--- src/design/crc8fcs_pkg.sv ---
package crc8fcs_pkg;

  localparam logic [7:0] SYNC_BYTE   = 8'hAA;
  localparam logic [7:0] CRC_POLY    = 8'h31;
  localparam logic [7:0] CRC_INIT    = 8'hFF;
  localparam logic [7:0] OP_PING     = 8'h10;
  localparam logic [7:0] OP_LAMP_ON  = 8'h30;
  localparam logic [7:0] OP_LAMP_OFF = 8'h31;
  localparam logic [7:0] REPLY_FLAG  = 8'h80;
  localparam logic [7:0] PING_VALUE  = 8'h55;
  localparam logic [7:0] REPLY_COUNT = 8'h01;
  localparam int         QUEUE_DEPTH = 2;

  localparam logic [2:0] IDX_SYNC  = 3'd0;
  localparam logic [2:0] IDX_ADDR  = 3'd1;
  localparam logic [2:0] IDX_OP    = 3'd2;
  localparam logic [2:0] IDX_COUNT = 3'd3;
  localparam logic [2:0] IDX_VALUE = 3'd4;
  localparam logic [2:0] IDX_CRC   = 3'd5;

  typedef enum logic [2:0] {
    ST_HUNT,
    ST_ADDR,
    ST_CMD,
    ST_LEN,
    ST_PAYLOAD,
    ST_CHECK
  } frame_state_t;

  typedef enum logic [1:0] {
    CMD_ECHO,
    CMD_LAMP_ON,
    CMD_LAMP_OFF
  } cmd_t;

  typedef struct packed {
    logic valid;
    cmd_t cmd;
  } cmd_beat_t;

  function automatic logic [7:0] crc_feed(input logic [7:0] crc, input logic [7:0] b);
    logic [7:0] c;
    c = crc ^ b;
    for (int k = 0; k < 8; k++) begin
      if (c[7]) begin
        c = {c[6:0], 1'b0} ^ CRC_POLY;
      end else begin
        c = {c[6:0], 1'b0};
      end
    end
    return c;
  endfunction

  function automatic logic [7:0] reply_opcode(input cmd_t cmd);
    logic [7:0] op;
    unique case (cmd)
      CMD_ECHO:     op = OP_PING;
      CMD_LAMP_ON:  op = OP_LAMP_ON;
      CMD_LAMP_OFF: op = OP_LAMP_OFF;
      default:      op = OP_PING;
    endcase
    return op | REPLY_FLAG;
  endfunction

  function automatic logic [7:0] reply_value(input cmd_t cmd);
    logic [7:0] v;
    unique case (cmd)
      CMD_ECHO:     v = PING_VALUE;
      CMD_LAMP_ON:  v = 8'h01;
      CMD_LAMP_OFF: v = 8'h00;
      default:      v = PING_VALUE;
    endcase
    return v;
  endfunction

endpackage

--- src/design/crc8_framed_command_slave.sv ---
// channel  direction  handshake         fields
// rx       in         push / full       rx_byte[7:0]
// tx       out        pop / empty       tx_byte[7:0], reply_last, lamp_on
// cfg      in         cfg_write         cfg_data[7:0] (own address)
//
// one received byte is taken per cycle while full is low
// a frame with good crc and known command queues a reply; its first beat shows
//   after the queue and then the reply side register it; six beats drain one per pop
// full rises only while the two-entry command queue between decode and reply is full
// rst is synchronous: hunting, lamp off, own address 1, queue empty
module crc8_framed_command_slave #(
  parameter int MAX_PAYLOAD = 27
) (
  input  logic       clk,
  input  logic       rst,
  input  logic       push,
  output logic       full,
  input  logic [7:0] rx_byte,
  output logic       empty,
  input  logic       pop,
  output logic [7:0] tx_byte,
  output logic       reply_last,
  output logic       lamp_on,
  input  logic       cfg_write,
  input  logic [7:0] cfg_data
);
  import crc8fcs_pkg::*;

  logic [7:0] own_address;
  cmd_beat_t  decoded;
  cmd_beat_t  head;
  logic       take;

  always_ff @(posedge clk) begin
    if (rst) begin
      own_address <= 8'h01;
    end else if (cfg_write) begin
      own_address <= cfg_data;
    end
  end

  crc8fcs_front #(
    .MAX_PAYLOAD(MAX_PAYLOAD)
  ) u_front (
    .clk     (clk),
    .rst     (rst),
    .accept  (push && !full),
    .rx_byte (rx_byte),
    .cmd_out (decoded)
  );

  crc8fcs_queue #(
    .DEPTH(QUEUE_DEPTH)
  ) u_queue (
    .clk  (clk),
    .rst  (rst),
    .wr   (decoded),
    .rd   (take),
    .head (head),
    .full (full)
  );

  crc8fcs_back u_back (
    .clk         (clk),
    .rst         (rst),
    .own_address (own_address),
    .head        (head),
    .take        (take),
    .pop         (pop),
    .empty       (empty),
    .tx_byte     (tx_byte),
    .reply_last  (reply_last),
    .lamp_on     (lamp_on)
  );

endmodule

--- src/design/crc8fcs_front.sv ---
module crc8fcs_front #(
  parameter int MAX_PAYLOAD = 27
) (
  input  logic                   clk,
  input  logic                   rst,
  input  logic                   accept,
  input  logic [7:0]             rx_byte,
  output crc8fcs_pkg::cmd_beat_t cmd_out
);
  import crc8fcs_pkg::*;

  frame_state_t state;
  frame_state_t state_next;
  logic [7:0]   crc;
  logic [7:0]   crc_next;
  logic [7:0]   cmd_code;
  logic [7:0]   remaining;
  logic [7:0]   fed;

  assign fed = crc_feed((state == ST_HUNT) ? CRC_INIT : crc, rx_byte);

  always_ff @(posedge clk) begin
    if (rst) begin
      state <= ST_HUNT;
    end else begin
      state <= state_next;
    end
  end

  always_ff @(posedge clk) begin
    if (accept) begin
      crc <= crc_next;
      if (state == ST_CMD) begin
        cmd_code <= rx_byte;
      end
      if (state == ST_LEN) begin
        remaining <= rx_byte;
      end else if (state == ST_PAYLOAD) begin
        remaining <= remaining - 8'd1;
      end
    end
  end

  always_comb begin
    state_next    = state;
    crc_next      = fed;
    cmd_out.valid = 1'b0;
    cmd_out.cmd   = CMD_ECHO;
    if (accept) begin
      unique case (state)
        ST_HUNT: begin
          if (rx_byte == SYNC_BYTE) begin
            state_next = ST_ADDR;
          end
        end
        ST_ADDR: state_next = ST_CMD;
        ST_CMD:  state_next = ST_LEN;
        ST_LEN: begin
          if (rx_byte > 8'(MAX_PAYLOAD)) begin
            state_next = ST_HUNT;
          end else if (rx_byte == 8'd0) begin
            state_next = ST_CHECK;
          end else begin
            state_next = ST_PAYLOAD;
          end
        end
        ST_PAYLOAD: begin
          if (remaining == 8'd1) begin
            state_next = ST_CHECK;
          end
        end
        ST_CHECK: begin
          state_next = ST_HUNT;
          crc_next   = crc;
          if (rx_byte == crc) begin
            cmd_out.valid = (cmd_code == OP_PING) || (cmd_code == OP_LAMP_ON)
                            || (cmd_code == OP_LAMP_OFF);
            unique case (cmd_code)
              OP_LAMP_ON:  cmd_out.cmd = CMD_LAMP_ON;
              OP_LAMP_OFF: cmd_out.cmd = CMD_LAMP_OFF;
              default:     cmd_out.cmd = CMD_ECHO;
            endcase
          end
        end
        default: state_next = ST_HUNT;
      endcase
    end
  end

endmodule

--- src/design/crc8fcs_queue.sv ---
module crc8fcs_queue #(
  parameter int DEPTH = 2
) (
  input  logic                   clk,
  input  logic                   rst,
  input  crc8fcs_pkg::cmd_beat_t wr,
  input  logic                   rd,
  output crc8fcs_pkg::cmd_beat_t head,
  output logic                   full
);
  import crc8fcs_pkg::*;

  localparam int PW = (DEPTH > 1) ? $clog2(DEPTH) : 1;
  localparam int CW = $clog2(DEPTH + 1);

  cmd_t          slots [DEPTH];
  logic [PW-1:0] wr_ptr;
  logic [PW-1:0] rd_ptr;
  logic [CW-1:0] count;
  logic          do_wr;
  logic          do_rd;

  assign full       = (count == CW'(DEPTH));
  assign head.valid = (count != '0);
  assign head.cmd   = slots[rd_ptr];
  assign do_wr      = wr.valid && !full;
  assign do_rd      = rd && head.valid;

  always_ff @(posedge clk) begin
    if (rst) begin
      wr_ptr <= '0;
      rd_ptr <= '0;
      count  <= '0;
    end else begin
      if (do_wr) begin
        wr_ptr <= (wr_ptr == PW'(DEPTH - 1)) ? '0 : wr_ptr + PW'(1);
      end
      if (do_rd) begin
        rd_ptr <= (rd_ptr == PW'(DEPTH - 1)) ? '0 : rd_ptr + PW'(1);
      end
      if (do_wr && !do_rd) begin
        count <= count + CW'(1);
      end else if (do_rd && !do_wr) begin
        count <= count - CW'(1);
      end
    end
  end

  always_ff @(posedge clk) begin
    if (do_wr) begin
      slots[wr_ptr] <= wr.cmd;
    end
  end

endmodule

--- src/design/crc8fcs_back.sv ---
module crc8fcs_back (
  input  logic                   clk,
  input  logic                   rst,
  input  logic [7:0]             own_address,
  input  crc8fcs_pkg::cmd_beat_t head,
  output logic                   take,
  input  logic                   pop,
  output logic                   empty,
  output logic [7:0]             tx_byte,
  output logic                   reply_last,
  output logic                   lamp_on
);
  import crc8fcs_pkg::*;

  logic       busy;
  logic [2:0] idx;
  cmd_t       op;
  logic [7:0] crc;
  logic       lamp;
  logic       beat;

  assign empty      = !busy;
  assign beat       = pop && busy;
  assign reply_last = (idx == IDX_CRC);
  assign lamp_on    = lamp;
  assign take       = head.valid && (!busy || (beat && reply_last));

  always_comb begin
    unique case (idx)
      IDX_SYNC:  tx_byte = SYNC_BYTE;
      IDX_ADDR:  tx_byte = own_address;
      IDX_OP:    tx_byte = reply_opcode(op);
      IDX_COUNT: tx_byte = REPLY_COUNT;
      IDX_VALUE: tx_byte = reply_value(op);
      IDX_CRC:   tx_byte = crc;
      default:   tx_byte = crc;
    endcase
  end

  always_ff @(posedge clk) begin
    if (rst) begin
      busy <= 1'b0;
      idx  <= IDX_SYNC;
      lamp <= 1'b0;
    end else begin
      if (take) begin
        busy <= 1'b1;
        idx  <= IDX_SYNC;
        if (head.cmd == CMD_LAMP_ON) begin
          lamp <= 1'b1;
        end else if (head.cmd == CMD_LAMP_OFF) begin
          lamp <= 1'b0;
        end
      end else if (beat) begin
        if (reply_last) begin
          busy <= 1'b0;
        end else begin
          idx <= idx + 3'd1;
        end
      end
    end
  end

  always_ff @(posedge clk) begin
    if (take) begin
      op  <= head.cmd;
      crc <= CRC_INIT;
    end else if (beat) begin
      crc <= crc_feed(crc, tx_byte);
    end
  end

`ifndef SYNTH
  a_idx_range: assert property (@(posedge clk) disable iff (rst)
    busy |-> (idx <= IDX_CRC))
    else $error("reply index past last beat");
  a_lamp_set: assert property (@(posedge clk) disable iff (rst)
    (take && head.cmd == CMD_LAMP_ON) |=> (lamp && busy && idx == IDX_SYNC))
    else $error("lamp not lit on lamp-on command");
  a_step: assert property (@(posedge clk) disable iff (rst)
    (beat && !reply_last) |=> (busy && idx == $past(idx) + 3'd1))
    else $error("reply beat did not advance");
  a_drain: assert property (@(posedge clk) disable iff (rst)
    (beat && reply_last && !head.valid) |=> empty)
    else $error("reply did not finish");
`endif

endmodule

--- config.mk ---
export PLATFORM = sky130hd
export DESIGN_NAME = crc8_framed_command_slave
export DESIGN_NICKNAME = d
export VERILOG_FILES = /design/src/design/crc8fcs_pkg.sv /design/src/design/crc8_framed_command_slave.sv /design/src/design/crc8fcs_front.sv /design/src/design/crc8fcs_queue.sv /design/src/design/crc8fcs_back.sv
export SDC_FILE = /design/constraint.sdc
export NUM_CORES = 1
export LEC_CHECK = 0
export ABC_AREA = 1
export BUFFER_PORTS_ARGS = -buffer_cell sky130_fd_sc_hd__buf_4
export CAP_MARGIN = 20
export CORE_ASPECT_RATIO = 0.6
export CORE_MARGIN = 3
export CORE_UTILIZATION = 53
export DETAILED_ROUTE_END_ITERATION = 16
export PLACE_DENSITY = 0.72
export SYNTH_ARGS = -nofsm -noshare
export SYNTH_HDL_FRONTEND = slang
export SYNTH_HIERARCHICAL = 1
export SYNTH_SLANG_ARGS = --single-unit
--- constraint.sdc ---
create_clock -name clk -period 4.5 [get_ports clk]
set_input_delay 0.675 -clock clk [delete_from_list [all_inputs] [get_ports clk]]
set_output_delay 0.675 -clock clk [all_outputs]
set_load 0.005 [all_outputs]
==> results_dict.tcl <==
set metrics [dict create \
    outcome "finished, final reports clean" \
    ys_async_sr_fraction 0 \
    holdBufCountCts 0 \
    sequentialPowerShare 0.361 \
    synth_top_cell_area_share 0.2277 \
    maxCapViolCount 0 \
    fin_skew_ns 0.005564 \
    critical_path.startpoint_type "flip-flop" \
    antenna_found_initial 0 \
    ios 33 \
    cpPeakStageDelay_ns 0.53 \
    root_buffer "clkbuf_16" \
    grtUsageMet1 0.3861 \
    rsz0062_at_grt "false" \
    maxSlewHeadroom 0.3151 \
    path_class "flip-flop to primary output" \
    path_clk_slew_ns 0.06 \
    cts_sinks 59 \
    synth_common_cells "nand2_1, inv_1, nor2_1" \
    drt_iter0_drc 323 \
    worstPathRequired_ns 3.83 \
    cts-htree-levels 3 \
    synth_warnings 6 \
    finalSetupViolCount 0 \
    pwr-share-clk 0.359 \
    viasPerCell 5.330 \
    tightest_slew_ns 1.019 \
    utilization 0.6545 \
    die_area_um2 8572 \
    p_sw_uw 675.3 \
    grt_max_degree 17 \
    critPathBufInv 3 \
    synthCells 538 \
    port_buffers 32 \
    nFillCells 610 \
    routed_wl_um 9869 \
    crit_path_end_kind "primary output" \
    grt_util_met2 0.2922 \
    critPathMaxFanout 15 \
    initial_core_util 0.5681 \
    pre_cts_ws_ns 1.855 \
    yosys.cell_count.top_type "nand2_1" \
    hold_viol_final 0 \
    ir_worst_vdd_v 0.0002461 \
    ant_nets 0 \
    core_um2 6964 \
    seq_area_frac_synth 0.3744 \
    finalCritPeriodShare 0.6379 \
    p_int_uw 1278 \
    p_per_area_nw_per_um2 428.5 \
    seqCellArea_um2 1481 \
    cp_data_arrival_time_ns 2.20 \
    fp.dieH_um 72.93 \
    postCtsSetupBuffers 0 \
    cts_buffers 9 \
    drive_above_1_share 0.1765 \
    grtUsageTotal 0.2355 \
    avgSynthCellArea_um2 7.354 \
    rows 23 \
    switching_share 0.3457 \
    post-route-min-period_ns 2.871 \
    use_met3 0.06894 \
    tns_ns 0 \
    first_global_vias 3027 \
    gr-total-overflow 0 \
    area_delta_synth_final_pct 15.21 \
    synth-edff-count 30 \
    synth_area_um2 3956 \
    synth_top_flop_cell "edfxtp_1" \
    multi_input_area_um2 2087 \
    p_leak_uw 0.002121 \
    die-width_um 117.5 \
    grt_busiest_layer "met1" \
    synth_top_area_cell "edfxtp_1" \
    hp-class "flip-flop to flip-flop" \
    cp_cell_sequence "inv_4 > ha_1 > nor2_1 > nand3_4 > o21ai_0 > inv_1 > buf_4" \
    nNetsFinal 604 \
    grt_pass1_wl_um 15530 \
    combinationalPowerShare 0.281 \
    synth.distinct_cells 42 \
    drtPass1Iterations 5 \
    cts_tree "built" \
    vias 3614 \
    antennaDiodeCount 0 \
    dp_hpwl_um 7707 \
    synth-seq-cells 59 \
    worst_skew_pair.late_latency_ns 0.32 \
    max_freq_mhz 348.4 \
    worst_slack_ns 1.629 \
    slew_violations 0 \
    cts_max_path_buffers 2 \
    synth.area.top_cells "edfxtp_1, dfxtp_1, nand2_1" \
    drc_errors 0 \
    total_power_uw 1953 \
    gp_congestion 0.9034 \
    cts_resized 0 \
    crit_path_top_delay_cell "dfxtp_1" \
    critPathTopFamily "flip-flops" \
    post_drt_wl_per_cell_um 14.56 \
    synth_nets 569 \
]
## per-stage QoR
| stage | hold slack [ns] | cell area (um^2) | std cells |
|---|---|---|---|
| finish | 0.4509 | 4558 | 678 |
| detailed placement | 0.4488 | 4248 | 662 |
| global route | 0.4789 | 4558 | 678 |
| CTS | 0.4574 | 4558 | 678 |
| global placement | 0.4368 | 4248 | 662 |
| floorplan | 0.4285 | 3956 | 538 |
## per-layer routing
metal	up-vias	routed length (um)
met5	-	0
met4	0	36
met3	5	1293
met2	171	3652
met1	1627	4886
li1	1811	-
## worst paths after layout
check	start	end	slack, ns	cells after the start
setup / recovery	u_back/idx[2]$_SDFFE_PP0P_	tx_byte[1]	1.63	7
hold reg to reg	u_back/lamp_on$_SDFFE_PP0P_	u_back/lamp_on$_SDFFE_PP0P_	0.45	2
setup reg to reg	u_queue/count[0]$_SDFFE_PP0P_	u_queue/count[1]$_SDFFE_PP0P_	1.96	14
hold / removal	u_back/lamp_on$_SDFFE_PP0P_	u_back/lamp_on$_SDFFE_PP0P_	0.45	2
## layout by cell type (no fill, tap or decap), types with 4 or more instances in the layout
master,count
nand3_2,6
edfxtp_1,30
nand3_1,45
nand4_1,11
a21oi_1,28
o21ai_0,18
inv_1,71
ha_1,10
xnor2_1,6
dfxtp_1,29
nor2_1,50
clkinv_1,5
clkbuf_16,10
buf_4,32
xor2_1,9
inv_2,6
nor2_2,4
nand2_2,20
nand3b_1,7
nand2_1,141
## registers in the layout, summed over array words and instances (netlist names), named ones only
register and cells:
own_address 8, u_back/crc 8, u_front/cmd_code 8, u_front/crc 8
u_front/remaining 8, u_queue/slots 4, u_back/idx 3, u_front/state 3
u_back/op 2, u_queue/count 2, u_back/busy 1, u_back/lamp_on 1
u_queue/rd_ptr 1, u_queue/wr_ptr 1
## worst min-delay path: cells and delay by family (launching register included)
family / cells / cell delay (ns)
AO/OA/AOI/OAI: 1 / 0.05
buffers and inverters: 1 / 0.05
flip-flops: 1 / 0.31
## logic make-up after synthesis
| family | after synthesis | share of synthesized area |
|---|---|---|
| compound gates | 59 | 0.08254 |
| xor+xnor | 18 | 0.04839 |
| fa+ha+maj | 10 | 0.03163 |
| buf+inv | 91 | 0.09962 |
| simple gates | 299 | 0.3577 |
| mux | 2 | 0.005692 |
| flops | 59 | 0.3744 |
## power groups by stage
stage	logic [uW]	registers, uW	clock network (uW)
2_1_floorplan	428	672	0
3_3_place_gp	518	706	0
3_5_place_dp	535	708	0
4_1_cts	536	698	714
5_1_grt	612	706	740
6_report	548	704	701
## final cells by class
cell class	instances	share of cell area
inverters	83	0.06890
well taps	100	0.02745
flip-flops and latches	59	0.3250
multi-input cells	388	0.4579
clock inverters	6	0.01318
repair buffers	32	0.05270
clock buffers	10	0.05490
Note: power is estimated with default switching activity, not from simulation.
